File: config.mk
export PLATFORM = sky130hd
export DESIGN_NAME = temperature_false_color_map
export DESIGN_NICKNAME = d
export VERILOG_FILES = /design/src/design/tfcm_pkg.sv /design/src/design/temperature_false_color_map.sv
export SDC_FILE = /design/constraint.sdc
export NUM_CORES = 2
export LEC_CHECK = 0
export CORE_ASPECT_RATIO = 0.7
export CORE_MARGIN = 2
export CORE_UTILIZATION = 50
export DETAILED_ROUTE_END_ITERATION = 16
export DONT_BUFFER_PORTS = 1
export REMOVE_ABC_BUFFERS = 1
export SKIP_CTS_REPAIR_TIMING = 1
export SLEW_MARGIN = 20
export SYNTH_ARGS = -nofsm -noshare
export SYNTH_HDL_FRONTEND = slang
export SYNTH_SLANG_ARGS = --single-unit
export TNS_END_PERCENT = 10
File: constraint.sdc
create_clock -name i_clk -period 28.8 [get_ports i_clk]
set_input_delay 5.76 -clock i_clk [delete_from_list [all_inputs] [get_ports i_clk]]
set_output_delay 5.76 -clock i_clk [all_outputs]
set_load 0.01 [all_outputs]
File: src/design/tfcm_pkg.sv
// Shared types, register indexes, reset values and channel helpers of the false-color map.
package tfcm_pkg;

    localparam int TEMP_BITS_DEF = 12;
    localparam int COLOR_BITS    = 16;
    localparam int CH_BITS       = 6;
    localparam int NUM_CH        = 3;
    localparam int BAND_BITS     = 3;
    localparam int CFG_IDX_BITS  = 3;
    localparam int CFG_DATA_BITS = 16;

    typedef logic [BAND_BITS-1:0]    t_band;
    typedef logic [COLOR_BITS-1:0]   t_color;
    typedef logic [CH_BITS-1:0]      t_chan;
    typedef logic [CFG_IDX_BITS-1:0] t_cfg_idx;

    localparam t_band BAND_COLD_CLAMP = 3'd0;
    localparam t_band BAND_COLD_GRAD  = 3'd1;
    localparam t_band BAND_NEUT_GRAD  = 3'd2;
    localparam t_band BAND_WARM_GRAD  = 3'd3;
    localparam t_band BAND_HOT_CLAMP  = 3'd4;

    localparam t_cfg_idx REG_COLD_LIMIT    = 3'd0;
    localparam t_cfg_idx REG_ROOM_LEVEL    = 3'd1;
    localparam t_cfg_idx REG_HIGHLIGHT     = 3'd2;
    localparam t_cfg_idx REG_HOT_LIMIT     = 3'd3;
    localparam t_cfg_idx REG_COLOR_COLD    = 3'd4;
    localparam t_cfg_idx REG_COLOR_NEUTRAL = 3'd5;
    localparam t_cfg_idx REG_COLOR_WARM    = 3'd6;
    localparam t_cfg_idx REG_COLOR_HOT     = 3'd7;

    localparam int COLD_LIMIT_RST = -100;
    localparam int ROOM_LEVEL_RST = 220;
    localparam int HIGHLIGHT_RST  = 360;
    localparam int HOT_LIMIT_RST  = 700;

    localparam t_color COLOR_COLD_RST    = 16'd16;
    localparam t_color COLOR_NEUTRAL_RST = 16'd65535;
    localparam t_color COLOR_WARM_RST    = 16'd64800;
    localparam t_color COLOR_HOT_RST     = 16'd32768;

    // Channel 0 is red (5 bits), 1 is green (6 bits), 2 is blue (5 bits).
    function automatic t_chan get_chan(input t_color color, input int ch);
        t_chan res;
        case (ch)
            0:       res = {1'b0, color[15:11]};
            1:       res = color[10:5];
            default: res = {1'b0, color[4:0]};
        endcase
        return res;
    endfunction

endpackage

File: src/design/temperature_false_color_map.sv
// Temperature false-color map: signed temperature in, RGB565 color and band out.
// Stages: classify, segment, numerator, then the divider.
// Throughput: one item per cycle; the whole pipeline holds while the output waits.
// The six-step restoring divider that finishes each channel sets the depth.
// Reset (synchronous, active low) empties the pipeline and restores the default palette.
module temperature_false_color_map #(
    parameter int TEMP_BITS = tfcm_pkg::TEMP_BITS_DEF
) (
    input  logic                              i_clk,
    input  logic                              i_rst_n,
    // Configuration write channel.
    input  logic                              i_cfg_valid,
    output logic                              o_cfg_ready,
    input  logic [tfcm_pkg::CFG_IDX_BITS-1:0]  i_cfg_index,
    input  logic [tfcm_pkg::CFG_DATA_BITS-1:0] i_cfg_data,
    // Input stream.
    input  logic                              s_axis_tvalid,
    output logic                              s_axis_tready,
    // tdata: [TEMP_BITS-1:0] temperature, rest zero padding.
    input  logic [((TEMP_BITS+7)/8)*8-1:0]    s_axis_tdata,
    // Output stream.
    output logic                              m_axis_tvalid,
    input  logic                              m_axis_tready,
    // tdata: [15:0] pixel_color (red 15-11, green 10-5, blue 4-0).
    output logic [tfcm_pkg::COLOR_BITS-1:0]    m_axis_tdata,
    // tuser: [2:0] band.
    output logic [tfcm_pkg::BAND_BITS-1:0]     m_axis_tuser
);

    // The numerator a*(d-n) + b*n never exceeds 63*d, so it fits six more bits
    // than the segment width and the quotient fits in six bits.
    localparam int NW    = TEMP_BITS + tfcm_pkg::CH_BITS;
    localparam int QB    = tfcm_pkg::CH_BITS;
    localparam int NCH   = tfcm_pkg::NUM_CH;
    localparam int NSTG  = 3 + QB;

    // ------------------------------------------------------------------
    // Configuration registers. Writes are only expected while idle, so
    // the classify and segment stages read them directly.
    // ------------------------------------------------------------------
    logic signed [TEMP_BITS-1:0] r_cold_limit;
    logic signed [TEMP_BITS-1:0] r_room_level;
    logic signed [TEMP_BITS-1:0] r_highlight;
    logic signed [TEMP_BITS-1:0] r_hot_limit;
    tfcm_pkg::t_color            r_color_cold;
    tfcm_pkg::t_color            r_color_neutral;
    tfcm_pkg::t_color            r_color_warm;
    tfcm_pkg::t_color            r_color_hot;

    assign o_cfg_ready = 1'b1;

    always_ff @(posedge i_clk) begin
        if (!i_rst_n) begin
            r_cold_limit    <= TEMP_BITS'(tfcm_pkg::COLD_LIMIT_RST);
            r_room_level    <= TEMP_BITS'(tfcm_pkg::ROOM_LEVEL_RST);
            r_highlight     <= TEMP_BITS'(tfcm_pkg::HIGHLIGHT_RST);
            r_hot_limit     <= TEMP_BITS'(tfcm_pkg::HOT_LIMIT_RST);
            r_color_cold    <= tfcm_pkg::COLOR_COLD_RST;
            r_color_neutral <= tfcm_pkg::COLOR_NEUTRAL_RST;
            r_color_warm    <= tfcm_pkg::COLOR_WARM_RST;
            r_color_hot     <= tfcm_pkg::COLOR_HOT_RST;
        end else if (i_cfg_valid) begin
            case (i_cfg_index)
                tfcm_pkg::REG_COLD_LIMIT:    r_cold_limit    <= i_cfg_data[TEMP_BITS-1:0];
                tfcm_pkg::REG_ROOM_LEVEL:    r_room_level    <= i_cfg_data[TEMP_BITS-1:0];
                tfcm_pkg::REG_HIGHLIGHT:     r_highlight     <= i_cfg_data[TEMP_BITS-1:0];
                tfcm_pkg::REG_HOT_LIMIT:     r_hot_limit     <= i_cfg_data[TEMP_BITS-1:0];
                tfcm_pkg::REG_COLOR_COLD:    r_color_cold    <= i_cfg_data;
                tfcm_pkg::REG_COLOR_NEUTRAL: r_color_neutral <= i_cfg_data;
                tfcm_pkg::REG_COLOR_WARM:    r_color_warm    <= i_cfg_data;
                tfcm_pkg::REG_COLOR_HOT:     r_color_hot     <= i_cfg_data;
                default: ;
            endcase
        end
    end

    // ------------------------------------------------------------------
    // Flow control. All stages move together; the pipeline advances when
    // the output register is empty or its transfer completes this cycle.
    // ------------------------------------------------------------------
    logic [NSTG-1:0] r_vld;
    logic            w_adv;

    assign w_adv         = m_axis_tready || !r_vld[NSTG-1];
    assign s_axis_tready = w_adv;

    always_ff @(posedge i_clk) begin
        if (!i_rst_n) begin
            r_vld <= '0;
        end else if (w_adv) begin
            r_vld <= {r_vld[NSTG-2:0], s_axis_tvalid};
        end
    end

    // ------------------------------------------------------------------
    // Stage 1: classify the temperature. The clamp tests run first, cold before
    // hot, then the gradient bounds in order, so unordered thresholds resolve predictably.
    // ------------------------------------------------------------------
    logic signed [TEMP_BITS-1:0] w_temp;
    tfcm_pkg::t_band             n_s1_band;
    logic signed [TEMP_BITS-1:0] r_s1_temp;
    tfcm_pkg::t_band             r_s1_band;

    assign w_temp = s_axis_tdata[TEMP_BITS-1:0];

    always_comb begin
        if (w_temp <= r_cold_limit) begin
            n_s1_band = tfcm_pkg::BAND_COLD_CLAMP;
        end else if (w_temp >= r_hot_limit) begin
            n_s1_band = tfcm_pkg::BAND_HOT_CLAMP;
        end else if (w_temp < r_room_level) begin
            n_s1_band = tfcm_pkg::BAND_COLD_GRAD;
        end else if (w_temp < r_highlight) begin
            n_s1_band = tfcm_pkg::BAND_NEUT_GRAD;
        end else begin
            n_s1_band = tfcm_pkg::BAND_WARM_GRAD;
        end
    end

    always_ff @(posedge i_clk) begin
        if (w_adv) begin
            r_s1_temp <= w_temp;
            r_s1_band <= n_s1_band;
        end
    end

    // ------------------------------------------------------------------
    // Stage 2: pick the segment end points and colors, and form the
    // segment width d and the offset n. A clamp uses d = 1, n = 0 with both
    // end colors equal, which makes the arithmetic below return that color.
    // ------------------------------------------------------------------
    logic signed [TEMP_BITS-1:0] w_lo;
    logic signed [TEMP_BITS-1:0] w_hi;
    logic                        w_clamp;
    tfcm_pkg::t_color            w_ca;
    tfcm_pkg::t_color            w_cb;
    logic signed [TEMP_BITS:0]   w_d_full;
    logic signed [TEMP_BITS:0]   w_n_full;
    logic [TEMP_BITS-1:0]        n_s2_d;
    logic [TEMP_BITS-1:0]        n_s2_n;
    logic [TEMP_BITS-1:0]        r_s2_d;
    logic [TEMP_BITS-1:0]        r_s2_n;
    tfcm_pkg::t_color            r_s2_ca;
    tfcm_pkg::t_color            r_s2_cb;
    tfcm_pkg::t_band             r_s2_band;

    always_comb begin
        w_lo    = r_cold_limit;
        w_hi    = r_room_level;
        w_clamp = 1'b0;
        w_ca    = r_color_cold;
        w_cb    = r_color_cold;
        case (r_s1_band)
            tfcm_pkg::BAND_COLD_GRAD: begin
                w_lo = r_cold_limit;
                w_hi = r_room_level;
                w_ca = r_color_cold;
                w_cb = r_color_neutral;
            end
            tfcm_pkg::BAND_NEUT_GRAD: begin
                w_lo = r_room_level;
                w_hi = r_highlight;
                w_ca = r_color_neutral;
                w_cb = r_color_warm;
            end
            tfcm_pkg::BAND_WARM_GRAD: begin
                w_lo = r_highlight;
                w_hi = r_hot_limit;
                w_ca = r_color_warm;
                w_cb = r_color_hot;
            end
            tfcm_pkg::BAND_HOT_CLAMP: begin
                w_clamp = 1'b1;
                w_ca    = r_color_hot;
                w_cb    = r_color_hot;
            end
            default: begin
                w_clamp = 1'b1;
            end
        endcase

        w_d_full = {w_hi[TEMP_BITS-1], w_hi} - {w_lo[TEMP_BITS-1], w_lo};
        w_n_full = {r_s1_temp[TEMP_BITS-1], r_s1_temp} - {w_lo[TEMP_BITS-1], w_lo};

        if (w_clamp) begin
            n_s2_d = TEMP_BITS'(1);
            n_s2_n = '0;
        end else begin
            // Both are known nonnegative and below 2**TEMP_BITS here.
            n_s2_d = w_d_full[TEMP_BITS-1:0];
            n_s2_n = w_n_full[TEMP_BITS-1:0];
        end
    end

    always_ff @(posedge i_clk) begin
        if (w_adv) begin
            r_s2_d    <= n_s2_d;
            r_s2_n    <= n_s2_n;
            r_s2_ca   <= w_ca;
            r_s2_cb   <= w_cb;
            r_s2_band <= r_s1_band;
        end
    end

    // ------------------------------------------------------------------
    // Stage 3: numerator per channel, a*(d-n) + b*n.
    // ------------------------------------------------------------------
    logic [TEMP_BITS-1:0] w_dmn;
    logic [NW-1:0]        n_s3_num [NCH];
    logic [NW-1:0]        r_s3_num [NCH];
    logic [TEMP_BITS-1:0] r_s3_d;
    tfcm_pkg::t_band      r_s3_band;

    assign w_dmn = r_s2_d - r_s2_n;

    always_comb begin
        for (int ch = 0; ch < NCH; ch++) begin
            n_s3_num[ch] = NW'(tfcm_pkg::get_chan(r_s2_ca, ch)) * NW'(w_dmn)
                         + NW'(tfcm_pkg::get_chan(r_s2_cb, ch)) * NW'(r_s2_n);
        end
    end

    always_ff @(posedge i_clk) begin
        if (w_adv) begin
            r_s3_num  <= n_s3_num;
            r_s3_d    <= r_s2_d;
            r_s3_band <= r_s2_band;
        end
    end

    // ------------------------------------------------------------------
    // Stages 4 to 9: restoring division by d, one quotient bit per stage,
    // most significant bit first. The last stage is the output register.
    // ------------------------------------------------------------------
    logic [NW-1:0]        r_dv_rem  [QB-1][NCH];
    logic [TEMP_BITS-1:0] r_dv_d    [QB-1];
    tfcm_pkg::t_chan      r_dv_q    [QB][NCH];
    tfcm_pkg::t_band      r_dv_band [QB];

    for (genvar gs = 0; gs < QB; gs++) begin : g_div
        logic [NW-1:0]        w_rem_in [NCH];
        tfcm_pkg::t_chan      w_q_in   [NCH];
        logic [TEMP_BITS-1:0] w_d_in;
        tfcm_pkg::t_band      w_band_in;
        logic [NW-1:0]        w_dsh;
        logic [NW-1:0]        n_rem    [NCH];
        tfcm_pkg::t_chan      n_q      [NCH];

        if (gs == 0) begin : g_first
            assign w_rem_in  = r_s3_num;
            assign w_d_in    = r_s3_d;
            assign w_band_in = r_s3_band;
            always_comb begin
                for (int ch = 0; ch < NCH; ch++) begin
                    w_q_in[ch] = '0;
                end
            end
        end else begin : g_next
            assign w_rem_in  = r_dv_rem[gs-1];
            assign w_d_in    = r_dv_d[gs-1];
            assign w_band_in = r_dv_band[gs-1];
            assign w_q_in    = r_dv_q[gs-1];
        end

        assign w_dsh = NW'(w_d_in) << (QB - 1 - gs);

        always_comb begin
            for (int ch = 0; ch < NCH; ch++) begin
                n_q[ch] = w_q_in[ch];
                if (w_rem_in[ch] >= w_dsh) begin
                    n_rem[ch]          = w_rem_in[ch] - w_dsh;
                    n_q[ch][QB-1-gs]   = 1'b1;
                end else begin
                    n_rem[ch]          = w_rem_in[ch];
                end
            end
        end

        always_ff @(posedge i_clk) begin
            if (w_adv) begin
                r_dv_q[gs]    <= n_q;
                r_dv_band[gs] <= w_band_in;
            end
        end

        if (gs < QB - 1) begin : g_carry
            always_ff @(posedge i_clk) begin
                if (w_adv) begin
                    r_dv_rem[gs] <= n_rem;
                    r_dv_d[gs]   <= w_d_in;
                end
            end
        end
    end

    // ------------------------------------------------------------------
    // Output: repack the three quotients as RGB565.
    // ------------------------------------------------------------------
    assign m_axis_tvalid = r_vld[NSTG-1];
    assign m_axis_tdata  = {r_dv_q[QB-1][0][4:0], r_dv_q[QB-1][1][5:0], r_dv_q[QB-1][2][4:0]};
    assign m_axis_tuser  = r_dv_band[QB-1];

endmodule
# Word level (Yosys, flattened, before mapping)
# Memory sizes are Yosys's and may differ from the RTL's.
# Cells that the tools add are included.
[totals]
register_bits = 264
latch_bits = 0
ram_bits = 456
romBits = 0
in_bits = 40
out_inout_bits = 22
memories = 4
[classes]
addsub = 21
mul = 6
n_div = 0
order_cmp = 22
eq_ne = 11
n_shift = 0
mux = 42
n_bitwise = 0
n_reduce_logical = 15
[mem_list]
columns = ["memory", "depth", "width", "read_ports", "rd_clocked_by_memory_dff", "write_ports", "line", "rtl"]
rows = [
  ["r_dv_rem", 5, 54, 5, 0, 5, "temperature_false_color_map.sv:235", "logic [NW-1:0] r_dv_rem [QB-1][NCH];"],
  ["r_dv_q", 6, 18, 6, 0, 6, "temperature_false_color_map.sv:237", "tfcm_pkg::t_chan r_dv_q [QB][NCH];"],
  ["r_dv_d", 5, 12, 5, 0, 5, "temperature_false_color_map.sv:236", "logic [TEMP_BITS-1:0] r_dv_d [QB-1];"],
  ["r_dv_band", 6, 3, 6, 0, 6, "temperature_false_color_map.sv:238", "tfcm_pkg::t_band r_dv_band [QB];"],
]
[op_table]
columns = ["cell", "n"]
rows = [
  ["2-to-1 mux 18 bit", 15],
  ["case mux 16 bit (3 select lines)", 2],
  ["multiplier 5 x 12 -> 17 bit", 4],
  [">= comparator 18 x 12 -> 1 bit", 3],
  [">= comparator 18 x 13 -> 1 bit", 3],
  [">= comparator 18 x 14 -> 1 bit", 3],
  [">= comparator 18 x 15 -> 1 bit", 3],
  [">= comparator 18 x 16 -> 1 bit", 3],
  [">= comparator 18 x 17 -> 1 bit", 3],
  ["subtractor 18 x 13 -> 18 bit", 3],
  ["subtractor 18 x 14 -> 18 bit", 3],
  ["subtractor 18 x 15 -> 18 bit", 3],
  ["subtractor 18 x 16 -> 18 bit", 3],
  ["subtractor 18 x 17 -> 18 bit", 3],
  ["case mux 12 bit (2 select lines)", 2],
  ["adder 17 x 17 -> 18 bit", 2],
  ["multiplier 6 x 12 -> 18 bit", 2],
  ["subtractor 12 bit", 3],
  ["< comparator 12 bit", 2],
  ["2-to-1 mux 1 bit", 21],
  ["adder 18 bit", 1],
  ["AND reduction 2 bit", 8],
  ["equality test 3 bit (second input constant)", 5],
  ["equality test 3 x 2 -> 1 bit (second input constant)", 4],
  ["other kinds (10)", 13],
]

# Longest topological paths before layout
[depth]
word_depth = 4
ltp_mapped = 28

# Worst setup path after synthesis
# Ideal clock, no wire load.
[synth_timing]
kind = "in2out"
startpoint = "in m_axis_tready"
endpoint = "out s_axis_tready"
arrival_ps = 16135
path_slack_ps = 6905
stages = 3
path_buffers = 1
path_cell_list = "nor2b_1 -> clkbuf_1 -> clkinv_1"
[synth_via]
elab_chain_len = 1
[synth_lines]
columns = ["element", "line", "rtl"]
rows = [
  ["start, declared", "temperature_false_color_map.sv:23", "input logic m_axis_tready,"],
  ["logical OR 1 bit", "temperature_false_color_map.sv:84", "assign w_adv = m_axis_tready || !r_vld[NSTG-1];"],
  ["end, declared", "temperature_false_color_map.sv:18", "output logic s_axis_tready,"],
]
# No other way between the ends.

# Final worst setup path
# Same ends and word-level chain as after synthesis.

==> flow_summary.ini <==
[timing]
grt_setup_unrepaired = false
relSlewSlack = 0.219
setup_viol = 0
slew_violations = 0
period_minus_slack_ps = 12650
period_share = 0.439
finalClockSkew_ps = 39.1
max_freq_mhz = 79.0
setup_ws_ps = 16150
tns_ps = 0
timing_hold_violations_final = 0
worst_pin_slew_ps = 1170
fin_worst_hold_slack_ps = 415

[grt]
grt_max_degree = 128
track_usage = 0.256
grt_pass1_wl_mm = 195
grt_pass1_vias = 33400
overflow = 0
antenna_found_initial = 6

[yosys]
ys.warnings.count = 0
ys.flop_type = edfxtp_1
async_flop_share = 0
syn_area_per_cell_um2 = 10.1
syn_inst = 4815
syn-cell-area_um2 = 48600
ys_ff_latch = 663
synth_edf_count = 542
seq_area_frac_synth = 0.385
ys_types = 80

[worst_setup_path]
rr_startpoint = r_s2_n[2]
reg2regPathDepth = 25
cp_slowest_stage_delay_ps = 700
endpoint_kind = output port
worstSetupPathType = in -> out
cp_slowest_cell = nor2b_1
crit_path_max_fanout = 69
crit_chain = nor2b_1, inv_8
r2r_slack_ps = 20310
worstPathArrival_ps = 6890
startpoint_type = primary input
timing.rr.end = g_div[0].w_rem_in[17]
crit_cells = 2
cpLargestDelayFamily = simple AND/OR/NAND/NOR gates
critPathBufInv = 1
critPathRequiredTime_ps = 23040

[clock_network]
cts_htree_levels = 3
clock_path_buffers = 3
tritoncts = built
cts-root-buf = clkbuf_16
clock_sinks = 663
clock_latency_ps = 700
numCtsBuffers = 73
clkSlewWorstSetupHoldPaths_ps = 60

[hold_path]
min_to = r_dv_q[4][10]
hold_path.class = reg -> reg
hold-path-cell-count = 0
hold_start = r_dv_q[3][10]

[detailed_routing]
wl_mm = 125
wl_met3_mm = 12.0
dr.first_iter.drc_count = 3471
vias_per_cell = 5.72
postRouteAntennaNets = 0
drc = 0
drtPass1Iterations = 5
top_layer = met4
post_drt_wl_per_cell_um = 20.5
via_count = 34900
route.met2.wl_mm = 46.6
m1WireLength_mm = 65.1

[finish]
stdcell_count = 6096
syn_to_final_growth_pct = 8.04
filler_cell_count = 8469
fin_nets = 5532
drive_above_1_share = 0.0571

[floorplanning]
start_util = 0.505
die_h_um = 265
die_w_um = 377
io-pin-count = 62
core_um2 = 96200
die_area_um2 = 99700
num_rows = 95

[placement]
routabilityCongestion = 0.932
dp_hpwl_mm = 97.6
placedCellCount = 5961
dp_slack_ps = 16150
portBuffers = 0

[pwr]
power.leakage_nw = 21.9
ir_drop_uv = 71.9
cellPowerDensity_nw_per_um2 = 107

[run]
cap_violations = 0

[outcome]
status = finished, final reports clean
## per-stage QoR
step / util / cell area (um^2) / power [mW]
detailed placement: 0.519 / 49900 / 4.60
global placement: 0.519 / 49900 / 4.56
global route: 0.546 / 52500 / 6.12
CTS: 0.545 / 52400 / 5.64
floorplan: - / 47900 / 3.86
finish: 0.546 / 52500 / 5.63
## worst max-delay path by stage
stage	to	slack, ps	from
final	s_axis_tready	16150	m_axis_tready
after global placement	s_axis_tready	16170	m_axis_tready
after global routing	s_axis_tready	16020	m_axis_tready
after CTS	s_axis_tready	16150	m_axis_tready
after floorplan	s_axis_tready	6780	m_axis_tready
after detailed placement	s_axis_tready	16150	m_axis_tready
## report_power, final
| group | switching [mW] | internal (mW) |
|---|---|---|
| sequential | 0.214 | 1.49 |
| combinational | 1.66 | 1.26 |
| clock | 0.425 | 0.578 |
| total | 2.30 | 3.33 |
## routing by layer
metal | track usage | vias up
li1 | - | 16500
met1 | 0.432 | 17100
met2 | 0.327 | 1179
met3 | 0.0577 | 98
met4 | 0.0415 | 0
met5 | 0 | -
## area by class of cell
type,instances,area (um^2),share of cell area
inverter,556,2090,0.0399
antenna,2,5.00,0.0000954
sequential,663,18700,0.356
clock inverter,47,657,0.0125
timing repair buffer,38,298,0.00568
clock buffer,86,1920,0.0365
multi-input combinational,3443,27200,0.519
tap,1261,1580,0.0301
## synth_stat cells (33+ instances only)
library cell | n | share of area
a21boi_0 | 79 | 0.012
a21o_1 | 67 | 0.010
a21oi_1 | 263 | 0.027
and2_1 | 122 | 0.016
clkbuf_1 | 118 | 0.0091
dfxtp_1 | 121 | 0.050
edfxtp_1 | 542 | 0.34
fa_1 | 300 | 0.12
ha_1 | 417 | 0.11
inv_1 | 554 | 0.043
mux2_2 | 81 | 0.019
mux2i_1 | 45 | 0.0093
nand2_1 | 608 | 0.047
nand2b_1 | 81 | 0.010
nand3_1 | 77 | 0.0079
nor2_1 | 307 | 0.024
nor2b_1 | 89 | 0.011
nor3_1 | 60 | 0.0062
o211ai_1 | 33 | 0.0051
o21a_1 | 70 | 0.011
o21ai_0 | 198 | 0.020
xnor2_1 | 109 | 0.020
xor2_1 | 89 | 0.016
## cell usage in the layout, fill, tap and decap left out, types with 25 or more instances in the layout
cell type,instances
mux2_2,81
mux2i_1,45
nand2b_1,80
buf_4,37
a21o_1,67
ha_1,417
dfxtp_1,121
xnor2_1,109
clkbuf_16,74
inv_1,554
nor2b_1,88
xor2_1,88
a21boi_0,79
nor2_1,301
o21a_1,70
nor3_1,57
nand3_1,77
fa_1,300
edfxtp_1,542
and2_1,122
a21oi_1,263
o21ai_0,198
nand4_1,27
nand2_1,608
o31ai_1,25
o211ai_1,33
a211oi_1,26
## state kept, by name (all words and copies together), names as in the netlist, 9 cells and up
register / flops
r_dv_rem: 270
r_dv_d: 60
g_div.w_rem_in: 54
r_dv_q: 51
r_dv_band: 18
r_color_cold: 16
r_color_hot: 16
r_color_neutral: 16
r_color_warm: 16
r_s2_ca: 16
r_s2_cb: 16
g_div.w_d_in: 12
r_cold_limit: 12
r_highlight: 12
r_hot_limit: 12
r_room_level: 12
r_s1_temp: 12
r_s2_d: 12
r_s2_n: 12
r_vld: 9
## kinds of logic (layout without fill, tap and decap cells)
family | count (synthesis) | after routing | synth area share
compound gates | 947 | 947 | 0.126
xor+xnor | 198 | 198 | 0.0357
fa+ha+maj | 717 | 717 | 0.231
buf+inv | 709 | 727 | 0.0556
flops | 663 | 663 | 0.385
mux | 127 | 127 | 0.0283
other cells | 1 | 3 | 0.0000772
simple gates | 1453 | 1453 | 0.139
No activity file was read; power rests on OpenSTA's default activity.
